File: config.mk
export PLATFORM = sky130hd
export DESIGN_NAME = peer_keepalive_aging_table
export DESIGN_NICKNAME = d
export VERILOG_FILES = /design/src/rtl/pkat_pkg.sv /design/src/rtl/peer_keepalive_aging_table.sv
export VERILOG_INCLUDE_DIRS = /design/src /design/src/rtl
export SDC_FILE = /design/constraint.sdc
export NUM_CORES = 2
export LEC_CHECK = 0
export BUFFER_PORTS_ARGS = -buffer_cell sky130_fd_sc_hd__buf_4
export CORE_MARGIN = 4
export CORE_UTILIZATION = 38
export DETAILED_ROUTE_END_ITERATION = 8
export GPL_TIMING_DRIVEN = 0
export PLACE_DENSITY = 0.57
export SLEW_MARGIN = 10
export SYNTH_ARGS = -nofsm -noshare
export SYNTH_HDL_FRONTEND = slang
export SYNTH_SLANG_ARGS = --single-unit
File: constraint.sdc
create_clock -name clk -period 10.1 [get_ports clk]
set_clock_uncertainty 0.15 [all_clocks]
set_input_delay 0.505 -clock clk [delete_from_list [all_inputs] [get_ports clk]]
set_output_delay 0.505 -clock clk [all_outputs]
set_load 0.05 [all_outputs]
File: src/rtl/peer_keepalive_aging_table_assert.svh
// ---------------------------------------------------------------------------
// Assertion macros for the peer keepalive aging table
// Concurrent checks clocked on clk and disabled during reset.
// ---------------------------------------------------------------------------
`ifndef PEER_KEEPALIVE_AGING_TABLE_ASSERT_SVH
`define PEER_KEEPALIVE_AGING_TABLE_ASSERT_SVH

`ifndef NO_ASSERTIONS

`define PKAT_ASSERT(lbl, prop, msg) \
  lbl: assert property (@(posedge clk) disable iff (!rst_n) prop) else $error(msg);

`define PKAT_NEVER(lbl, cond, msg) \
  lbl: assert property (@(posedge clk) disable iff (!rst_n) !(cond)) else $error(msg);

`else

`define PKAT_ASSERT(lbl, prop, msg)

`define PKAT_NEVER(lbl, cond, msg)

`endif

`endif

File: src/rtl/pkat_pkg.sv
// ---------------------------------------------------------------------------
// Peer keepalive aging table package
// Table size, entry layout, event codes, register indexes and sequencer
// states.
// ---------------------------------------------------------------------------
`default_nettype none

package pkat_pkg;

  localparam int PEER_SLOTS = 16;
  localparam int SLOT_W     = (PEER_SLOTS > 1) ? $clog2(PEER_SLOTS) : 1;
  localparam int CNT_W      = $clog2(PEER_SLOTS + 1);

  localparam logic [15:0] ODD_MASK = 16'h0001;

  localparam logic [1:0] EV_UNICAST   = 2'd0;
  localparam logic [1:0] EV_OFFLINE   = 2'd1;
  localparam logic [1:0] EV_BROADCAST = 2'd2;
  localparam logic [1:0] EV_DONE      = 2'd3;

  localparam logic [1:0] CFG_PERIOD    = 2'd0;
  localparam logic [1:0] CFG_MAX_KA    = 2'd1;
  localparam logic [1:0] CFG_BC_ENABLE = 2'd2;
  localparam logic [1:0] CFG_BC_PORT   = 2'd3;

  localparam logic OP_TICK  = 1'b0;
  localparam logic OP_WRITE = 1'b1;

  typedef struct packed {
    logic [31:0] ip;
    logic [15:0] port;
    logic [7:0]  seed;
    logic [15:0] idle;
    logic [7:0]  probe;
  } entry_t;

  typedef enum logic [1:0] {
    ST_IDLE,
    ST_WALK,
    ST_BCAST,
    ST_DONE
  } state_t;

endpackage

`default_nettype wire

File: src/rtl/peer_keepalive_aging_table.sv
// ---------------------------------------------------------------------------
// Peer keepalive aging table
// Holds the peer slots in one synchronous memory. A tick walks the slots,
// ages them, emits keepalive and offline words, then a broadcast when due and a done word.
// ---------------------------------------------------------------------------
// Channel   Direction  Handshake               Content
// in_       slave      in_tvalid / in_tready   opcode, slot, peer, seed
// out_      master     out_tvalid / out_tready event kind, slot, ip, port
// cfg_      write      cfg_we                  four configuration registers
//
// A write item yields one done word.
// A tick reads the memory read port once per slot while the previous
// slot is written back.
// Reset clears the valid bits of all slots at once; there is no clearing pass.
// A stalled output word holds the walk at the slot that wants to emit.
// ---------------------------------------------------------------------------
`default_nettype none

module peer_keepalive_aging_table (
  input  wire logic        clk,
  input  wire logic        rst_n,
  input  wire logic        in_tvalid,
  output logic             in_tready,
  input  wire logic [63:0] in_tdata,   // slot, peer_ip, peer_port, jitter_seed, zero fill
  input  wire logic [0:0]  in_tuser,   // opcode
  output logic             out_tvalid,
  input  wire logic        out_tready,
  output logic [55:0]      out_tdata,  // event_slot, event_ip, event_port, zero fill
  output logic [1:0]       out_tuser,  // event_kind
  output logic             out_tlast,
  input  wire logic        cfg_we,
  input  wire logic [1:0]  cfg_index,
  input  wire logic [15:0] cfg_wdata
);

  localparam int SW = pkat_pkg::SLOT_W;
  localparam int CW = pkat_pkg::CNT_W;

  logic [15:0] period_r;
  logic [7:0]  maxk_r;
  logic        bc_en_r;
  logic [15:0] bc_port_r;

  pkat_pkg::state_t state_r, state_nxt;
  logic [CW-1:0]    rd_idx_r, rd_idx_nxt;
  logic [SW-1:0]    ev_idx_r, ev_idx_nxt;
  logic             ev_pend_r, ev_pend_nxt;
  logic [16:0]      bc_cnt_r, bc_cnt_nxt;

  pkat_pkg::entry_t mem [pkat_pkg::PEER_SLOTS];
  logic [pkat_pkg::PEER_SLOTS-1:0] vld_r;
  pkat_pkg::entry_t rd_data_r;
  logic             rd_vld_r;
  logic             rd_en;
  logic [SW-1:0]    rd_addr;
  logic             mem_we;
  logic [SW-1:0]    wr_addr;
  pkat_pkg::entry_t wr_data;

  logic        out_valid_r;
  logic [1:0]  out_kind_r, out_kind_nxt;
  logic [3:0]  out_slot_r, out_slot_nxt;
  logic [31:0] out_ip_r, out_ip_nxt;
  logic [15:0] out_port_r, out_port_nxt;
  logic        out_last_r, out_last_nxt;
  logic        out_load;
  logic        out_free;

  logic [3:0]  in_slot;
  logic [31:0] in_ip;
  logic [15:0] in_port;
  logic [7:0]  in_seed;

  pkat_pkg::entry_t cur, upd;
  logic        active, over, evict, probe_go, emit_slot;
  logic [15:0] idle_inc;
  logic [16:0] limit;

  assign in_slot = in_tdata[3:0];
  assign in_ip   = in_tdata[35:4];
  assign in_port = in_tdata[51:36];
  assign in_seed = in_tdata[59:52];

  assign rd_addr  = rd_idx_r[SW-1:0];
  assign out_free = !out_valid_r || out_tready;

  always_ff @(posedge clk) begin
    if (!rst_n) begin
      period_r  <= 16'd60;
      maxk_r    <= 8'd3;
      bc_en_r   <= 1'b1;
      bc_port_r <= 16'd0;
    end else if (cfg_we) begin
      case (cfg_index)
        pkat_pkg::CFG_PERIOD:    period_r  <= cfg_wdata;
        pkat_pkg::CFG_MAX_KA:    maxk_r    <= cfg_wdata[7:0];
        pkat_pkg::CFG_BC_ENABLE: bc_en_r   <= cfg_wdata[0];
        pkat_pkg::CFG_BC_PORT:   bc_port_r <= cfg_wdata;
        default: ;
      endcase
    end
  end

  always_ff @(posedge clk) begin
    if (mem_we) begin
      mem[wr_addr] <= wr_data;
    end
    if (rd_en) begin
      rd_data_r <= mem[rd_addr];
      rd_vld_r  <= vld_r[rd_addr];
    end
  end

  always_ff @(posedge clk) begin
    if (!rst_n) begin
      vld_r <= '0;
    end else if (mem_we) begin
      vld_r[wr_addr] <= 1'b1;
    end
  end

  always_comb begin
    cur      = rd_vld_r ? rd_data_r : '0;
    active   = (cur.ip != 32'd0) && (cur.port != 16'd0);
    idle_inc = (&cur.idle) ? cur.idle : cur.idle + 16'd1;
    limit    = {1'b0, period_r} + {9'd0, cur.seed};
    over     = active && ({1'b0, idle_inc} > limit);
    evict    = over && (cur.probe > maxk_r);
    probe_go = over && !evict &&
               ((cur.probe == 8'd0) || ((idle_inc & pkat_pkg::ODD_MASK) != 16'd0));
    emit_slot = evict || probe_go;
    upd = cur;
    if (active) begin
      upd.idle = idle_inc;
    end
    if (probe_go && !(&cur.probe)) begin
      upd.probe = cur.probe + 8'd1;
    end
    if (evict) begin
      upd = '0;
    end
  end

  always_ff @(posedge clk) begin
    if (!rst_n) begin
      state_r   <= pkat_pkg::ST_IDLE;
      rd_idx_r  <= '0;
      ev_idx_r  <= '0;
      ev_pend_r <= 1'b0;
      bc_cnt_r  <= '0;
    end else begin
      state_r   <= state_nxt;
      rd_idx_r  <= rd_idx_nxt;
      ev_idx_r  <= ev_idx_nxt;
      ev_pend_r <= ev_pend_nxt;
      bc_cnt_r  <= bc_cnt_nxt;
    end
  end

  always_comb begin
    state_nxt    = state_r;
    rd_idx_nxt   = rd_idx_r;
    ev_idx_nxt   = ev_idx_r;
    ev_pend_nxt  = ev_pend_r;
    bc_cnt_nxt   = bc_cnt_r;
    in_tready    = 1'b0;
    rd_en        = 1'b0;
    mem_we       = 1'b0;
    wr_addr      = ev_idx_r;
    wr_data      = upd;
    out_load     = 1'b0;
    out_kind_nxt = pkat_pkg::EV_DONE;
    out_slot_nxt = 4'd0;
    out_ip_nxt   = 32'd0;
    out_port_nxt = 16'd0;
    out_last_nxt = 1'b0;
    case (state_r)
      pkat_pkg::ST_IDLE: begin
        in_tready = 1'b1;
        if (in_tvalid) begin
          if (in_tuser[0] == pkat_pkg::OP_WRITE) begin
            if (32'(in_slot) < pkat_pkg::PEER_SLOTS) begin
              mem_we  = 1'b1;
              wr_addr = SW'(in_slot);
              wr_data = '{ip: in_ip, port: in_port, seed: in_seed,
                          idle: 16'd0, probe: 8'd0};
            end
            state_nxt = pkat_pkg::ST_DONE;
          end else begin
            rd_idx_nxt  = '0;
            ev_pend_nxt = 1'b0;
            state_nxt   = pkat_pkg::ST_WALK;
          end
        end
      end
      pkat_pkg::ST_WALK: begin
        if (!(ev_pend_r && emit_slot) || out_free) begin
          if (ev_pend_r) begin
            mem_we = 1'b1;
            if (emit_slot) begin
              out_load     = 1'b1;
              out_kind_nxt = evict ? pkat_pkg::EV_OFFLINE : pkat_pkg::EV_UNICAST;
              out_slot_nxt = 4'(ev_idx_r);
              out_ip_nxt   = cur.ip;
              out_port_nxt = cur.port;
            end
          end
          if (rd_idx_r < CW'(pkat_pkg::PEER_SLOTS)) begin
            rd_en       = 1'b1;
            ev_pend_nxt = 1'b1;
            ev_idx_nxt  = rd_addr;
            rd_idx_nxt  = rd_idx_r + 1'b1;
          end else begin
            ev_pend_nxt = 1'b0;
            state_nxt   = pkat_pkg::ST_BCAST;
          end
        end
      end
      pkat_pkg::ST_BCAST: begin
        if (bc_cnt_r == 17'd0) begin
          if (!bc_en_r) begin
            bc_cnt_nxt = {1'b0, period_r};
            state_nxt  = pkat_pkg::ST_DONE;
          end else if (out_free) begin
            out_load     = 1'b1;
            out_kind_nxt = pkat_pkg::EV_BROADCAST;
            out_ip_nxt   = 32'hFFFF_FFFF;
            out_port_nxt = bc_port_r;
            bc_cnt_nxt   = {1'b0, period_r};
            state_nxt    = pkat_pkg::ST_DONE;
          end
        end else begin
          bc_cnt_nxt = bc_cnt_r - 17'd1;
          state_nxt  = pkat_pkg::ST_DONE;
        end
      end
      pkat_pkg::ST_DONE: begin
        if (out_free) begin
          out_load     = 1'b1;
          out_kind_nxt = pkat_pkg::EV_DONE;
          out_last_nxt = 1'b1;
          state_nxt    = pkat_pkg::ST_IDLE;
        end
      end
      default: begin
        state_nxt = pkat_pkg::ST_IDLE;
      end
    endcase
  end

  always_ff @(posedge clk) begin
    if (!rst_n) begin
      out_valid_r <= 1'b0;
    end else if (out_load) begin
      out_valid_r <= 1'b1;
    end else if (out_tready) begin
      out_valid_r <= 1'b0;
    end
  end

  always_ff @(posedge clk) begin
    if (out_load) begin
      out_kind_r <= out_kind_nxt;
      out_slot_r <= out_slot_nxt;
      out_ip_r   <= out_ip_nxt;
      out_port_r <= out_port_nxt;
      out_last_r <= out_last_nxt;
    end
  end

  assign out_tvalid = out_valid_r;
  assign out_tdata  = {4'd0, out_port_r, out_ip_r, out_slot_r};
  assign out_tuser  = out_kind_r;
  assign out_tlast  = out_last_r;

`include "peer_keepalive_aging_table_assert.svh"

  `PKAT_ASSERT(a_last_is_done,
               out_tvalid && out_tlast |-> out_tuser == pkat_pkg::EV_DONE,
               "last word is not a done word")
  `PKAT_ASSERT(a_pend_in_walk,
               ev_pend_r |-> state_r == pkat_pkg::ST_WALK,
               "slot pending outside the walk")
  `PKAT_NEVER(a_no_rw_clash,
              mem_we && rd_en && wr_addr == rd_addr,
              "write-back and read hit the same slot")
  `PKAT_ASSERT(a_tick_starts_walk,
               in_tvalid && in_tready && in_tuser[0] == pkat_pkg::OP_TICK |=>
               state_r == pkat_pkg::ST_WALK && rd_idx_r == '0 && !ev_pend_r,
               "tick did not start the walk at slot zero")

endmodule

`default_nettype wire

# == Yosys cells after proc, flatten, opt, wreduce, memory -nomap -nowiden ==
# Memories as Yosys holds them, arrays and structs flattened. A register that Yosys moved wholly into a read port is not among the register bits.
# Cells that the tools add are included.
# word_totals
reg_bits,143
ramBits,1280
in_bits,88
out_inout_bits,61
wordCells,158
memories,1
# memory_table
name,depth,word_bits,rd,rd_clocked_by_memory_dff,wr,line,text
mem,16,80,1,1,1,peer_keepalive_aging_table.sv:50,pkat_pkg::entry_t mem [pkat_pkg::PEER_SLOTS];
# classes
n_addsub,5
order_cmp,6
n_eq_ne,14
mux,78
n_bitwise,1
reduce_logical,36
# ops
op,n
$mux 80,5
$mux 32,6
$mux 16,8
$pmux 32 s2,1
$mux 17,3
$pmux 16 s2,1
$reduce_bool 32->1,1
$mux 1,27
$mux 2,11
$mux 5,4
$add 16x8->17,1
$gt 16x17->1,1
$logic_not 17->1,1
$sub 17x1->17 const B,1
$add 16x1->16 const B,1
$or 16x16->16,1
$reduce_and 16->1,1
$reduce_bool 16->1,1
$mux 4,3
$ne 2x2->1 const B,6
$lt 4x5->1 const B,2
$pmux 5 s2,1
$reduce_and 2->1,5
$reduce_and 5->1,2
other kinds (25),46

# == Logic depth before layout (Yosys ltp) ==
# depth
word_depth,17
mapped_depth,25
ltp_nobuf,19

# == Worst setup path after synthesis ==
# Ideal clock, no wire load.
# synth_path
path_kind,register -> register
startpoint,reg rd_vld_r
endpoint,"mem mem[10][0] (netlist bit), enable pin"
setup_ns,0.546
arrival_ns,7.985
t_required_ns,9.404
path_slack_ns,1.419
stages_incl_launch_ff,22
path_buffers,4
period_less_slack_ns,8.681
path_cell_list,edfxtp_1 -> clkbuf_2 -> clkbuf_1 -> clkbuf_1 -> clkbuf_1 -> nand2_1 -> inv_1 -> ha_1 -> nand3_1 -> nor4_2 -> a211o_1 -> nor2_1 -> nand3_1 -> xnor2_1 -> and2_1 -> ha_1 -> and4_1 -> a2111o_1 -> a21oi_1 -> a2111o_1 -> nand4b_1 -> a21oi_1
# synth_between
elab_chain_cells,17
word_cells_on_any_way,25
cone_classes,add/sub: 2; order compare: 2; mux: 6; reduce/logical: 15
# synth_rtl
item,line,text
start: declaration,peer_keepalive_aging_table.sv:53,logic rd_vld_r;
start signal: assignment,peer_keepalive_aging_table.sv:110,rd_vld_r <= vld_r[rd_addr];
$mux 80 *,peer_keepalive_aging_table.sv:123,cur = rd_vld_r ? rd_data_r : '0;
$add 16x1->16 or $reduce_and 16->1 (tied branches),peer_keepalive_aging_table.sv:125,idle_inc = (&cur.idle) ? cur.idle : cur.idle + 16'd1;
$mux 16,peer_keepalive_aging_table.sv:125,
$gt 16x17->1,peer_keepalive_aging_table.sv:127,"over = active && ({1'b0, idle_inc} > limit);"
$logic_and 1x1->1,peer_keepalive_aging_table.sv:127,
$logic_and 1x1->1,peer_keepalive_aging_table.sv:128,evict = over && (cur.probe > maxk_r);
$logic_not 1->1,peer_keepalive_aging_table.sv:129,probe_go = over && !evict &&
$logic_and 1x1->1 (2 in series),peer_keepalive_aging_table.sv:129,
$logic_or 1x1->1 *,peer_keepalive_aging_table.sv:131,emit_slot = evict || probe_go;
$logic_and 1x1->1 *,peer_keepalive_aging_table.sv:197,if (!(ev_pend_r && emit_slot) || out_free) begin
$logic_not 1->1 *,peer_keepalive_aging_table.sv:197,
$logic_or 1x1->1 *,peer_keepalive_aging_table.sv:197,
$mux 1 *,peer_keepalive_aging_table.sv:197,
$pmux 1 s2 *,peer_keepalive_aging_table.sv:177,case (state_r)
$mux 1 *,peer_keepalive_aging_table.sv:105,if (mem_we) begin
$mux 1 (implied by the code) *,peer_keepalive_aging_table.sv:106,mem[wr_addr] <= wr_data;
end: declaration,peer_keepalive_aging_table.sv:50,
# Mark *: on every way between the ends. The rest lies on a longest branch, timed or not.

==> results_tabular.tex <==
\begin{tabular}{lr}
\hline
Metric & Value \\
\hline
\multicolumn{2}{l}{\textbf{Outcome}} \\
Run status & complete, no violations \\
\multicolumn{2}{l}{\textbf{Routing}} \\
Post-route DRC violation count & 0 \\
Number of DRC violations after detailed-routing iteration 0 & $\sim$3600 \\
Post-Route WL & roughly 160000 um \\
Drt wl/cell & between 30 and 40 um \\
Count of TritonRoute iterations in the first routing pass & 5 \\
Total vias in the final route & 30800 \\
Per-cell via count in the routed design & between 5 and 6 \\
Remaining antenna violation count & 0 \\
\multicolumn{2}{l}{\textbf{Hold path}} \\
Path class of the lowest-slack min-delay path & input port to flip-flop \\
Worst Hold Launch & rst\_n \\
\multicolumn{2}{l}{\textbf{Floorplan}} \\
Die Y-Extent & approximately 400 um \\
CORE AREA & about 150000 um2 \\
Floorplan die area & 162000 um2 \\
Die X & $\sim$400 um \\
Site row count & around 140 \\
Number of I/O pins & 149 \\
Effective utilization at floorplan & a little under two fifths \\
\multicolumn{2}{l}{\textbf{Synth}} \\
Post-Syn Area & around 60000 um2 \\
Ranking of synthesized cells by area & edfxtp\_1 72\%, mux4\_2 15\%, dfxtp\_1 2.9\% \\
Unique masters post-synth & between 70 and 80 \\
Synthesis-stage register bit count & between 1500 and 2000 \\
Number of instances in the synthesized netlist & a little under 3000 \\
Area share of the largest cell type after synthesis & between 70\% and 80\% \\
Syn avg cell area & 20.3 um2 \\
Ranking of synthesized cells by instance count & 1416 x edfxtp\_1, 405 x mux4\_2, 167 x nand2\_1, 104 x clkbuf\_1, 87 x dfxtp\_1 \\
Most common cell in the netlist & edfxtp\_1 \\
Top cell type by total area after synthesis & edfxtp\_1 \\
Sequential fraction of the synthesis area & between 70 and 80\% \\
Share of synthesized flip-flops with an asynchronous set or reset & 0\% \\
Number of synthesized flops with an enable pin & 1416 \\
Flip-flop cell with the highest count after synthesis & edfxtp\_1 \\
Yosys warns & 0 \\
\multicolumn{2}{l}{\textbf{STA}} \\
Final worst hold slack & 103 ps \\
Post-route clock period utilization & 91.3\% \\
Setup TNS after final layout & 0 ps \\
Worst rel slew slack & between 10 and 15\% \\
Highest achievable clock rate & 108 MHz \\
Slack of the critical path & between 800 and 900 ps \\
Time the worst path needs with I/O delays and setup & just over 9000 ps \\
Number of hold violations in the final report & 0 \\
Setup repair after global routing missed its margin & false \\
Pin slew with the least headroom to its limit & approximately 1300 ps \\
Setup Viol. Count Final & 0 \\
Count of pins over their slew limit & 0 \\
\multicolumn{2}{l}{\textbf{Place}} \\
Instance count after placement with tap cells included & 5201 \\
Setup Slack @ Placement & between 1000 and 1500 ps \\
I/O Buffers & roughly 140 \\
Half-perimeter wire length after detailed placement & $\sim$110000 um \\
Last weighted congestion value of the routability-driven placer & just over 0.8 \\
\multicolumn{2}{l}{\textbf{Critical path}} \\
Critical path launch point type & flip-flop \\
Reg-to-Reg Start & rd\_vld\_r \\
Slowest CP cell & nor2\_1 \\
Worst setup path startpoint & rd\_vld\_r \\
Type of destination of the critical path & flip-flop \\
Delay contributed by the slowest stage of the critical path & 1030 ps \\
Crit path max-delay family & buffers and inverters \\
Crit path cell chain & clkbuf\_2, clkbuf\_1, clkbuf\_1, clkbuf\_1, and2\_1, ha\_1, a21oi\_1, o211ai\_1, a21oi\_1, o21ai\_0, xnor2\_1, ha\_1, nand4\_1, nor3\_1, a2111o\_1, a21oi\_1, nor2\_1, a21oi\_1, clkbuf\_1, nand2\_1, nor2\_1 \\
Crit Path Class & flip-flop to flip-flop \\
Critical path arrival & about 9500 ps \\
Worst path required time & roughly 10000 ps \\
Count of buffer and inverter cells on the critical path & 5 \\
Critical-path maximum fanout & 16 \\
\multicolumn{2}{l}{\textbf{Global routing}} \\
GR Util All Layers & between 20 and 25\% \\
Antenna violations before repair & 6 \\
Maximum number of pins on one net before global-route repair & 21 \\
GRT Residual Overflow & 0 \\
Number of global-route vias before repair & 30900 \\
Global-route wire length before repair & between 200000 and 250000 um \\
\multicolumn{2}{l}{\textbf{Clock tree}} \\
TritonCTS clock tree & built \\
Maximum number of buffers from clock root to sink & 3 \\
Clock root buffer master & clkbuf\_16 \\
Clock Latency Late Sink & roughly 770 ps \\
Cts bufs inserted & 150 \\
CTS clk-pin slew, worst paths & 60 ps \\
Clock Sink Count & about 1500 \\
Number of levels in the clock H-tree & 4 \\
\multicolumn{2}{l}{\textbf{Finish}} \\
Count of fill cells added during filler insertion & 13000 \\
Area growth from synthesis to layout & 18.6\% \\
FF+latch area & approximately 44000 um2 \\
Layout cells sized above 1 & between 20\% and 30\% \\
Post-Layout Cell Count & approximately 5500 \\
Multi-input gate area in the final layout & between 10000 and 15000 um2 \\
Final nets & 3463 \\
\multicolumn{2}{l}{\textbf{Pwr}} \\
Max IR drop VDD & 0.000179 V \\
Static leakage power & roughly 22 nW \\
Power Density & 231 nW/um2 \\
\multicolumn{2}{l}{\textbf{Job}} \\
\# Max-Cap Violations & 0 \\
\hline
\end{tabular}
[flip-flops by register name, indices dropped and copies added, names as in the netlist]
| signal | count |
|---|---|
| bc_en_r | 1 |
| rd_vld_r | 1 |
| rd_idx_r | 5 |
| out_tvalid | 1 |
| state_r | 2 |
| bc_port_r | 16 |
| mem | 1280 |
| out_port_r | 16 |
| rd_data_r | 80 |
| ev_pend_r | 1 |
| out_slot_r | 4 |
| vld_r | 16 |
| period_r | 16 |
| out_tuser | 2 |
| out_tlast | 1 |
| ev_idx_r | 4 |
| out_ip_r | 32 |
| bc_cnt_r | 17 |
| maxk_r | 8 |
[repair_timing]
item / CTS / global route
buffers inserted: 0 / 0
hold buffers: 22 / 0
resized for setup: 0 / 0
hold endpoints to repair: 43 / 0
[through the flow]
step | cell area, um2 | util (%) | total power, mW
floorplan | 59300 | - | 9.75
global placement | 62900 | 40.7 | 10.8
detailed placement | 65400 | 42.3 | 11.0
CTS | 70300 | 45.5 | 16.3
global route | 70400 | 45.5 | 16.9
finish | 70400 | 45.5 | 16.2
[routing by layer]
layer,global-route usage [%],share of wire (%)
met1,28.2,42
met5,0,0.0079
met2,31.5,47
met4,5.91,2.6
met3,5.38,8.8
[final timing paths]
| path | cells after the start | slack (ps) | end |
|---|---|---|---|
| max reg2reg | 21 | 880 | mem[13][16] |
| min reg2reg | 2 | 310 | bc_cnt_r[16] |
| min | 2 | 100 | bc_port_r[15] |
| max | 21 | 880 | mem[13][16] |
[cell type report]
class / instances / area share [%]
diodes: 2 / 0.00711
repair buffers: 262 / 5.13
plain buffers: 158 / 0.948
well taps: 2044 / 3.63
flip-flops and latches: 1503 / 62.9
inverters: 34 / 0.181
multi-input cells: 1224 / 20.6
clock inverters: 70 / 0.806
clock buffers: 194 / 5.81
[cell families (layout without fill, tap and decap cells)]
family / Yosys count / in the layout / share of synthesized area, %
fa+ha+maj: 42 / 42 / 0.899
buf+inv: 192 / 718 / 1.31
flops: 1503 / 1503 / 74.6
compound gates: 291 / 291 / 3.42
xor+xnor: 46 / 46 / 0.679
mux: 420 / 420 / 15.6
other cells: 1 / 6 / 0.00632
simple gates: 421 / 421 / 3.42
[cells in the final DEF, fill, tap and decap left out, types with 41 or more instances in the layout]
cell	count
dfxtp_1	87
nand2_1	167
buf_16	48
nor2_1	64
clkbuf_16	158
edfxtp_1	1416
mux4_2	405
buf_4	147
ha_1	41
a21oi_1	74
buf_12	48
a22o_1	72
clkbuf_1	135
[where the power goes]
| part | internal (mW) | switching, mW | total (mW) |
|---|---|---|---|
| clock network | 3.03 | 2.34 | 5.37 |
| logic | 0.973 | 1.99 | 2.96 |
| registers | 7.68 | 0.217 | 7.90 |
(Power assumes the default switching activity.)
